[config.mk]
export PLATFORM = sky130hd
export DESIGN_NAME = keypad_code_lock_unit
export DESIGN_NICKNAME = d
export VERILOG_FILES = /design/src/hdl/kcl_pkg.sv /design/src/hdl/kcl_step.sv /design/src/hdl/keypad_code_lock_unit.sv
export SDC_FILE = /design/constraint.sdc
export NUM_CORES = 1
export LEC_CHECK = 0
export BUFFER_PORTS_ARGS = -buffer_cell sky130_fd_sc_hd__buf_2
export CORE_UTILIZATION = 49
export DETAILED_ROUTE_END_ITERATION = 10
export PLACE_DENSITY_LB_ADDON = 0.3
export SLEW_MARGIN = 30
export SYNTH_ARGS = -nofsm -noshare
export SYNTH_HDL_FRONTEND = slang
export SYNTH_SLANG_ARGS = --single-unit
[constraint.sdc]
create_clock -name clk -period 4.7 [get_ports clk]
set_input_delay 0.705 -clock clk [delete_from_list [all_inputs] [get_ports clk]]
set_output_delay 0.705 -clock clk [all_outputs]
set_load 0.01 [all_outputs]
[src/hdl/kcl_pkg.sv]
`timescale 1ns / 1ps
// ----------------------------------------------------------------------------
// Keypad code lock package
// Shared types, codes and the keypad decode table for the code lock.
// ----------------------------------------------------------------------------
package kcl_pkg;

  localparam int CODE_DIGITS_DEF = 4;

  localparam int CFG_IDX_W  = 2;
  localparam int CFG_DATA_W = 16;

  // Configuration register indexes.
  localparam logic [CFG_IDX_W-1:0] CFG_FREE_TRIES = 2'd0;
  localparam logic [CFG_IDX_W-1:0] CFG_LOCKOUT    = 2'd1;

  localparam logic [3:0]  FREE_TRIES_RST = 4'd3;
  localparam logic [15:0] LOCKOUT_RST    = 16'd60;
  localparam logic [4:0]  FAIL_MAX       = 5'd31;

  // Encoded phase values as seen on the result port.
  localparam logic [2:0] PHASE_SET     = 3'd0;
  localparam logic [2:0] PHASE_ENTER   = 3'd1;
  localparam logic [2:0] PHASE_UNLOCK  = 3'd2;
  localparam logic [2:0] PHASE_TIMED   = 3'd3;
  localparam logic [2:0] PHASE_FOREVER = 3'd4;

  typedef enum logic [4:0] {
    PH_SET     = 5'b00001,
    PH_ENTER   = 5'b00010,
    PH_UNLOCK  = 5'b00100,
    PH_TIMED   = 5'b01000,
    PH_FOREVER = 5'b10000
  } phase_t;

  typedef enum logic [2:0] {
    EV_NONE    = 3'd0,
    EV_DIGIT   = 3'd1,
    EV_SET     = 3'd2,
    EV_CORRECT = 3'd3,
    EV_WRONG   = 3'd4,
    EV_LOCKOUT = 3'd5,
    EV_PERM    = 3'd6,
    EV_OVER    = 3'd7
  } event_t;

  typedef struct packed {
    logic       is_digit;
    logic       is_eq;
    logic [3:0] digit;
  } key_t;

  typedef struct packed {
    phase_t      phase;
    logic [4:0]  fail_cnt;
    logic [15:0] countdown;
  } ctrl_t;

  typedef struct packed {
    logic [2:0]  phase;
    event_t      ev;
    logic [2:0]  digits;
    logic [4:0]  failures;
    logic [15:0] seconds_left;
    logic        alarm;
  } res_t;

  // Raw 4x4 keypad scan code to digit or equals.
  function automatic key_t key_decode(input logic [4:0] raw);
    key_t k;
    k = '{is_digit: 1'b1, is_eq: 1'b0, digit: 4'd0};
    unique case (raw)
      5'd1:    k.digit = 4'd7;
      5'd2:    k.digit = 4'd4;
      5'd3:    k.digit = 4'd1;
      5'd5:    k.digit = 4'd8;
      5'd6:    k.digit = 4'd5;
      5'd7:    k.digit = 4'd2;
      5'd8:    k.digit = 4'd0;
      5'd9:    k.digit = 4'd9;
      5'd10:   k.digit = 4'd6;
      5'd11:   k.digit = 4'd3;
      5'd12: begin
        k.is_digit = 1'b0;
        k.is_eq    = 1'b1;
      end
      default: k.is_digit = 1'b0;
    endcase
    return k;
  endfunction

  function automatic logic [2:0] phase_code(input phase_t ph);
    logic [2:0] c;
    c = PHASE_SET;
    unique case (ph)
      PH_SET:     c = PHASE_SET;
      PH_ENTER:   c = PHASE_ENTER;
      PH_UNLOCK:  c = PHASE_UNLOCK;
      PH_TIMED:   c = PHASE_TIMED;
      PH_FOREVER: c = PHASE_FOREVER;
      default:    c = PHASE_SET;
    endcase
    return c;
  endfunction

endpackage

[src/hdl/kcl_step.sv]
`timescale 1ns / 1ps
// ----------------------------------------------------------------------------
// Code lock step logic
// Next-state and result logic for one keypad press or one second tick.
// ----------------------------------------------------------------------------
module kcl_step #(
  parameter int CODE_DIGITS = kcl_pkg::CODE_DIGITS_DEF,
  parameter int IDX_W       = (CODE_DIGITS > 1) ? $clog2(CODE_DIGITS) : 1
) (
  input  kcl_pkg::ctrl_t                  cur,
  input  logic [IDX_W-1:0]                idx,
  input  logic [CODE_DIGITS-1:0][3:0]     stored_code,
  input  logic [CODE_DIGITS-1:0][3:0]     entry_digits,
  input  logic                            op,
  input  logic [4:0]                      key_code,
  input  logic [3:0]                      free_tries,
  input  logic [15:0]                     lockout_seconds,
  output kcl_pkg::ctrl_t                  nxt,
  output logic [IDX_W-1:0]                idx_next,
  output logic                            code_we,
  output logic                            entry_we,
  output logic [3:0]                      digit,
  output kcl_pkg::res_t                   res
);
  import kcl_pkg::*;

  localparam logic [IDX_W-1:0] LAST = IDX_W'(CODE_DIGITS - 1);

  key_t                        key;
  logic                        judge;
  logic                        full;
  logic                        match;
  logic [4:0]                  fail_inc;
  logic [4:0]                  tries_ext;
  logic [15:0]                 cnt_dec;
  logic [CODE_DIGITS-1:0][3:0] cand;
  event_t                      ev;

  assign key       = key_decode(key_code);
  assign digit     = key.digit;
  assign tries_ext = {1'b0, free_tries};
  assign fail_inc  = (cur.fail_cnt == FAIL_MAX) ? FAIL_MAX : cur.fail_cnt + 5'd1;
  assign cnt_dec   = (cur.countdown != 16'd0) ? cur.countdown - 16'd1 : 16'd0;

  // The final digit of an entry is compared as it arrives.
  always_comb begin
    for (int i = 0; i < CODE_DIGITS; i++) begin
      cand[i] = (IDX_W'(i) == idx) ? key.digit : entry_digits[i];
    end
  end

  always_comb begin
    nxt      = cur;
    idx_next = idx;
    code_we  = 1'b0;
    entry_we = 1'b0;
    judge    = 1'b0;
    full     = 1'b0;
    match    = 1'b0;
    ev       = EV_NONE;

    if (op) begin
      if (cur.phase == PH_TIMED) begin
        nxt.countdown = cnt_dec;
        if (cnt_dec == 16'd0) begin
          nxt.phase = PH_ENTER;
          ev        = EV_OVER;
        end
      end
    end else begin
      unique case (cur.phase)
        PH_SET: begin
          if (key.is_digit) begin
            code_we = 1'b1;
            if (idx == LAST) begin
              idx_next  = '0;
              nxt.phase = PH_ENTER;
              ev        = EV_SET;
            end else begin
              idx_next = idx + IDX_W'(1);
              ev       = EV_DIGIT;
            end
          end
        end
        PH_ENTER: begin
          if (key.is_eq) begin
            judge = 1'b1;
          end else if (key.is_digit) begin
            entry_we = 1'b1;
            if (idx == LAST) begin
              judge = 1'b1;
              full  = 1'b1;
            end else begin
              idx_next = idx + IDX_W'(1);
              ev       = EV_DIGIT;
            end
          end
        end
        default: begin
        end
      endcase
    end

    if (judge) begin
      idx_next = '0;
      match    = full && (cand == stored_code);
      if (match) begin
        nxt.phase    = PH_UNLOCK;
        nxt.fail_cnt = 5'd0;
        ev           = EV_CORRECT;
      end else begin
        nxt.fail_cnt = fail_inc;
        if (fail_inc <= tries_ext) begin
          ev = EV_WRONG;
        end else if (fail_inc == tries_ext + 5'd1) begin
          nxt.countdown = lockout_seconds;
          nxt.phase     = (lockout_seconds != 16'd0) ? PH_TIMED : PH_ENTER;
          ev            = EV_LOCKOUT;
        end else begin
          nxt.phase = PH_FOREVER;
          ev        = EV_PERM;
        end
      end
    end
  end

  always_comb begin
    res.phase        = phase_code(nxt.phase);
    res.ev           = ev;
    res.digits       = 3'(idx_next);
    res.failures     = nxt.fail_cnt;
    res.seconds_left = (nxt.phase == PH_TIMED) ? nxt.countdown : 16'd0;
    res.alarm        = (nxt.phase == PH_FOREVER);
  end

endmodule

[src/hdl/keypad_code_lock_unit.sv]
`timescale 1ns / 1ps
// ----------------------------------------------------------------------------
// Keypad code lock unit
// An accepted beat enters the input register; its result leaves the result
// register. Throughput: one beat per cycle unless the result side stalls;
// both form a two-stage pipeline, and the lock state updates in one pass.
// Reset: synchronous, returns to code setting with no failures and the
// default free tries (3) and lockout length (60 ticks).
// ----------------------------------------------------------------------------
module keypad_code_lock_unit #(
  parameter int CODE_DIGITS = kcl_pkg::CODE_DIGITS_DEF
) (
  input  logic                              clk,
  input  logic                              rst,
  input  logic                              in_valid,
  output logic                              in_ready,
  input  logic                              op,
  input  logic [4:0]                        key_code,
  output logic                              out_valid,
  input  logic                              out_ready,
  output logic [2:0]                        phase,
  output logic [2:0]                        event_res,
  output logic [2:0]                        digits_entered,
  output logic [4:0]                        failures,
  output logic [15:0]                       seconds_left,
  output logic                              alarm,
  input  logic                              cfg_valid,
  output logic                              cfg_ready,
  input  logic [kcl_pkg::CFG_IDX_W-1:0]     cfg_index,
  input  logic [kcl_pkg::CFG_DATA_W-1:0]    cfg_data
);
  import kcl_pkg::*;

  localparam int IDX_W = (CODE_DIGITS > 1) ? $clog2(CODE_DIGITS) : 1;

  logic [3:0]                  free_tries;
  logic [15:0]                 lockout_seconds;

  logic                        s1_valid;
  logic                        s1_op;
  logic [4:0]                  s1_key;
  logic                        advance;

  ctrl_t                       ctrl;
  ctrl_t                       ctrl_next;
  logic [IDX_W-1:0]            dig_idx;
  logic [IDX_W-1:0]            dig_idx_next;
  logic [CODE_DIGITS-1:0][3:0] stored_code;
  logic [CODE_DIGITS-1:0][3:0] entry_digits;
  logic                        code_we;
  logic                        entry_we;
  logic [3:0]                  digit;
  res_t                        res;

  assign cfg_ready = 1'b1;

  always_ff @(posedge clk) begin
    if (rst) begin
      free_tries      <= FREE_TRIES_RST;
      lockout_seconds <= LOCKOUT_RST;
    end else if (cfg_valid && cfg_ready) begin
      if (cfg_index == CFG_FREE_TRIES) begin
        free_tries <= cfg_data[3:0];
      end else if (cfg_index == CFG_LOCKOUT) begin
        lockout_seconds <= cfg_data[15:0];
      end
    end
  end

  assign advance  = s1_valid && (!out_valid || out_ready);
  assign in_ready = !s1_valid || advance;

  always_ff @(posedge clk) begin
    if (rst) begin
      s1_valid <= 1'b0;
    end else if (in_valid && in_ready) begin
      s1_valid <= 1'b1;
    end else if (advance) begin
      s1_valid <= 1'b0;
    end
  end

  always_ff @(posedge clk) begin
    if (in_valid && in_ready) begin
      s1_op  <= op;
      s1_key <= key_code;
    end
  end

  kcl_step #(
    .CODE_DIGITS (CODE_DIGITS),
    .IDX_W       (IDX_W)
  ) u_step (
    .cur             (ctrl),
    .idx             (dig_idx),
    .stored_code     (stored_code),
    .entry_digits    (entry_digits),
    .op              (s1_op),
    .key_code        (s1_key),
    .free_tries      (free_tries),
    .lockout_seconds (lockout_seconds),
    .nxt             (ctrl_next),
    .idx_next        (dig_idx_next),
    .code_we         (code_we),
    .entry_we        (entry_we),
    .digit           (digit),
    .res             (res)
  );

  always_ff @(posedge clk) begin
    if (rst) begin
      ctrl    <= '{phase: PH_SET, fail_cnt: 5'd0, countdown: 16'd0};
      dig_idx <= '0;
    end else if (advance) begin
      ctrl    <= ctrl_next;
      dig_idx <= dig_idx_next;
    end
  end

  // The code store and the entry buffer are always filled before they are read.
  always_ff @(posedge clk) begin
    if (advance && code_we) begin
      stored_code[dig_idx] <= digit;
    end
    if (advance && entry_we) begin
      entry_digits[dig_idx] <= digit;
    end
  end

  always_ff @(posedge clk) begin
    if (rst) begin
      out_valid <= 1'b0;
    end else if (advance) begin
      out_valid <= 1'b1;
    end else if (out_ready) begin
      out_valid <= 1'b0;
    end
  end

  always_ff @(posedge clk) begin
    if (advance) begin
      phase          <= res.phase;
      event_res      <= res.ev;
      digits_entered <= res.digits;
      failures       <= res.failures;
      seconds_left   <= res.seconds_left;
      alarm          <= res.alarm;
    end
  end

  a_forever_sticks: assert property (@(posedge clk) disable iff (rst)
    (ctrl.phase == PH_FOREVER) |=> (ctrl.phase == PH_FOREVER))
    else $error("permanent lock was left");

  a_idx_range: assert property (@(posedge clk) disable iff (rst)
    (int'(dig_idx) < CODE_DIGITS))
    else $error("digit index out of range");

  a_seconds_timed: assert property (@(posedge clk) disable iff (rst)
    (out_valid && seconds_left != 16'd0) |-> (phase == PHASE_TIMED))
    else $error("seconds left shown outside timed lock");

  a_correct_clears: assert property (@(posedge clk) disable iff (rst)
    (out_valid && event_res == EV_CORRECT) |-> (failures == 5'd0 && phase == PHASE_UNLOCK))
    else $error("correct entry did not unlock and clear failures");

endmodule

==> run summary <==
SETUP PATH
-----------------------------------------------------------------------------
Data required, critical path ...................................      4.90 ns
Reg-to-reg setup timing slack ..................................      0.39 ns
Cell Chain, Critical Path ...................................... nand4bb_1 > a21oi_1 > mux2i_1 > xnor2_1 > or4_1 > nor3_2 > nand4b_2 > nand2_4 > a2111oi_1
Crit path DAT ..................................................      4.51 ns
Slowest cell on the critical path ..............................      a21oi_1
Slowest stage delay, CP ........................................      0.67 ns
FF-to-FF End ...................................................        alarm
CP startpoint ..................................................    s1_key[3]
Critical path type ............................................. register to register
R2r startpoint .................................................    s1_key[3]
Buf+Inv Stages, Crit Path ......................................            0
Endpoint type of the worst setup path ..........................     register
R2r worst-path depth ...........................................            9
Crit-path max FO ...............................................           19
CP delay by family, top ........................................ simple AND/OR/NAND/NOR gates
End point of the critical path .................................        alarm
Number of stages on the worst setup path .......................            9
Launching element type of the critical path ....................     register

PLACE
-----------------------------------------------------------------------------
DP Area ........................................................    6890 um^2
Final weighted congestion in routability-driven placement ......        0.950
Port Buffers ...................................................           60
Estimated wirelength of the detail-placed design ...............    12,200 um

CLOCK NETWORK
-----------------------------------------------------------------------------
Number of instances resized during post-cts repair .............            0
Setup Fix Bufs, Post-CTS .......................................            0
CTS buffer count ...............................................           17
Clock sink count ...............................................          116
H-tree depth ...................................................            4
Clk pin slew, worst setup/hold paths ...........................      0.05 ns
Clk buf depth ..................................................            2
Root Buffer Master .............................................    clkbuf_16
Post-CTS Hold Buffers ..........................................            0
TritonCTS clock tree ...........................................         done
Skew-Pair Late Insertion Delay .................................      0.42 ns

FINAL LAYOUT
-----------------------------------------------------------------------------
Count of inserted antenna diode cells ..........................            0
Most common library cell in the layout ignoring fill and taps ..      nand2_1
Nets ...........................................................          793
Sequential cell area in the final layout .......................    2980 um^2
Growth of design area from synthesis to finish .................        14.7%
Final std cell area, no fill ...................................    7480 um^2
Final design utilization .......................................        0.586
Commonest cells after routing, fill and taps aside ............. 80 x nand2_1, 66 x edfxtp_1, 62 x a21oi_1
Fill cell total of the finished layout .........................        1,090
Total area of multi-input combinational cells ..................    3230 um^2
Fraction of layout instances using a drive strength above 1 ....        0.153

POWER
-----------------------------------------------------------------------------
Relative contribution of combinational cells to total power ....        0.073
Power per unit of standard cell area ...........................  351 nW/um^2
Switching component of the power ...............................       631 uW
Switching portion of total power ...............................        0.240
Internal cell power ............................................      2.00 mW
Fraction of power consumed by the clock network ................        0.498
Peak VDD IR ....................................................     0.249 mV
Leakage power ..................................................      2.76 nW
Part of the power in registers .................................        0.428

ROUTE
-----------------------------------------------------------------------------
First DRT Iteration DRCs .......................................          666
Vias per inst ..................................................         6.09
Total routed wirelength ........................................    17,100 um
First-pass iteration count of the detailed router ..............            5
Wirelength per Cell ............................................      18.3 um
Routed via count ...............................................        5,712
Number of design rule violations left after detail routing .....            0
Final antenna-violating net count ..............................            0

GLOBAL ROUTING
-----------------------------------------------------------------------------
Leftover overflow at the end of global routing .................            0
Initial antenna violation count ................................            1
First-pass GRT wire length .....................................    27,600 um
Pin count of the biggest net entering global routing ...........           50
GRT Util Overall ...............................................        0.258
Via count of the first global-routing pass .....................        5,187

STA
-----------------------------------------------------------------------------
Worst clock skew on the final layout ...........................   0.00905 ns
Minimum period implied by the final worst setup slack ..........      4.31 ns
Max-slew violations ............................................            0
Number of hold violations in the final report ..................            0
Fmax ...........................................................      232 MHz
Total Neg Setup Slack ..........................................         0 ns
Pin slew with the least headroom to its limit ..................     0.866 ns
Final setup violation count ....................................            0
Final period utilization .......................................        0.917
Unrepaired setup endpoints after global routing ................        false
Max transition margin ..........................................        0.423

DIE
-----------------------------------------------------------------------------
Starting utilization of the core area ..........................        0.511
I/O pin count ..................................................           63
Horizontal die dimension .......................................       117 um
Die Outline Area ...............................................  13,800 um^2
Vert. Die Dim ..................................................       117 um
Area of the core ...............................................  12,800 um^2
Placement Rows .................................................           41

SYNTH
-----------------------------------------------------------------------------
Post-synthesis async set-or-reset flop share ...................            0
Portion of the post-synthesis area used by sequential elements .        0.457
Distinct cells, synth ..........................................           86
Net count after synthesis ......................................          748
Syn Std Cell Area ..............................................    6520 um^2
Predominant post-synthesis flop cell ...........................     edfxtp_1
Flip-flop and latch count after synthesis ......................          116
Number of warning messages in the yosys log ....................            0
Cells after synthesis ..........................................          708
Count of flip-flops with a built-in enable after synthesis .....           66
Synthesized area per cell ......................................    9.21 um^2

FLOW RUN
-----------------------------------------------------------------------------
Max-capacitance violation count ................................            0

HOLD PATH
-----------------------------------------------------------------------------
Worst min-delay path class ..................................... primary input to register

RUN STATUS
-----------------------------------------------------------------------------
Outcome ........................................................    completed

## how the worst min path moves through the flow
stage | start | endpoint | slack, ns | cells past startpoint
floorplan | lockout_seconds[10] | lockout_seconds[10] | 0.45 | 2
global placement | lockout_seconds[11] | lockout_seconds[11] | 0.48 | 2
detailed placement | lockout_seconds[6] | lockout_seconds[6] | 0.48 | 2
CTS | key_code[4] | s1_key[4] | 0.44 | 1
global route | key_code[0] | s1_key[0] | 0.45 | 1
finish | key_code[4] | s1_key[4] | 0.45 | 1
## through the flow
stage	total power [mW]	setup slack, ns	cells	hold WS, ns
after floorplan	1.27	1.51	708	0.446
after global placement	1.33	0.823	906	0.485
after detailed placement	1.33	0.506	906	0.484
after CTS	2.64	0.476	938	0.444
after global routing	2.70	0.0118	938	0.451
final	2.63	0.391	938	0.454
## synthesized netlist by cell type (4+ instances only)
cell	number	share of area
nor2b_1	12	0.012
a311oi_1	5	0.0067
nor3b_1	4	0.0046
xor2_1	8	0.011
nor3_1	41	0.031
a21o_1	6	0.0069
ha_1	11	0.021
a31oi_1	9	0.0086
mux2i_1	13	0.020
and3_1	7	0.0067
o21ai_0	37	0.028
edfxtp_1	66	0.30
nor2_1	51	0.029
nand3b_1	12	0.014
xnor2_1	15	0.020
o32ai_1	5	0.0067
o31ai_1	5	0.0058
buf_2	8	0.0061
o211ai_1	6	0.0069
dfxtp_1	50	0.15
nand2b_1	11	0.011
nand2_1	80	0.046
o2bb2ai_1	4	0.0054
nand3_1	13	0.010
a21oi_1	62	0.048
clkbuf_1	26	0.015
a211oi_1	4	0.0046
or3_1	8	0.0077
inv_1	31	0.018
a2111oi_0	4	0.0054
a32oi_1	4	0.0054
nor4_1	11	0.011
## power by group through the flow
stage / Clock [mW] / Combinational (mW) / Sequential, mW
floorplan: 0 / 0.134 / 1.14
finish: 1.31 / 0.192 / 1.13
global placement: 0 / 0.186 / 1.14
global route: 1.36 / 0.215 / 1.13
detailed placement: 0 / 0.189 / 1.15
CTS: 1.32 / 0.191 / 1.13
## cells by family after synthesis
| logic type | synth area share |
|---|---|
| AOI/OAI and AO/OA | 0.187 |
| xor gates and xnor gates | 0.0309 |
| adders and majority gates | 0.0226 |
| buffers and inverters | 0.0476 |
| DFF | 0.457 |
| muxes | 0.0234 |
| other | 0.00115 |
| and+or+nand+nor | 0.230 |
## metal layers
metal  vias to the layer above  global-route usage  part of all wire
li1                       2718                   -                 -
met4                         2              0.0974             0.016
met3                        33              0.0739             0.086
met2                       252               0.362              0.43
met1                      2707               0.373              0.47
met5                         -                   0           0.00076
## cell type report
type	count	area share
inverter	31	0.0156
sequential	116	0.399
clock buffer	18	0.0574
tap	172	0.0288
timing repair buffer	66	0.0462
clock inverter	14	0.0217
multi-input combinational	521	0.432
## worst register-to-register path, stage by stage (launching register included)
cell and delay [ns]:
edfxtp_1 0.60, nand4bb_1 0.38, a21oi_1 0.67, mux2i_1 0.20
xnor2_1 0.19, or4_1 0.59, nor3_2 0.56, nand4b_2 0.31
nand2_4 0.16, a2111oi_1 0.43
## registers in the layout, indices dropped and copies added (netlist names)
signal,flops
ctrl,26
lockout_seconds,16
seconds_left,16
stored_code,16
entry_digits,14
failures,5
s1_key,5
free_tries,4
event_res,3
phase,3
dig_idx,2
digits_entered,2
alarm,1
out_valid,1
s1_op,1
s1_valid,1
Power figures use the tool's default switching activity.
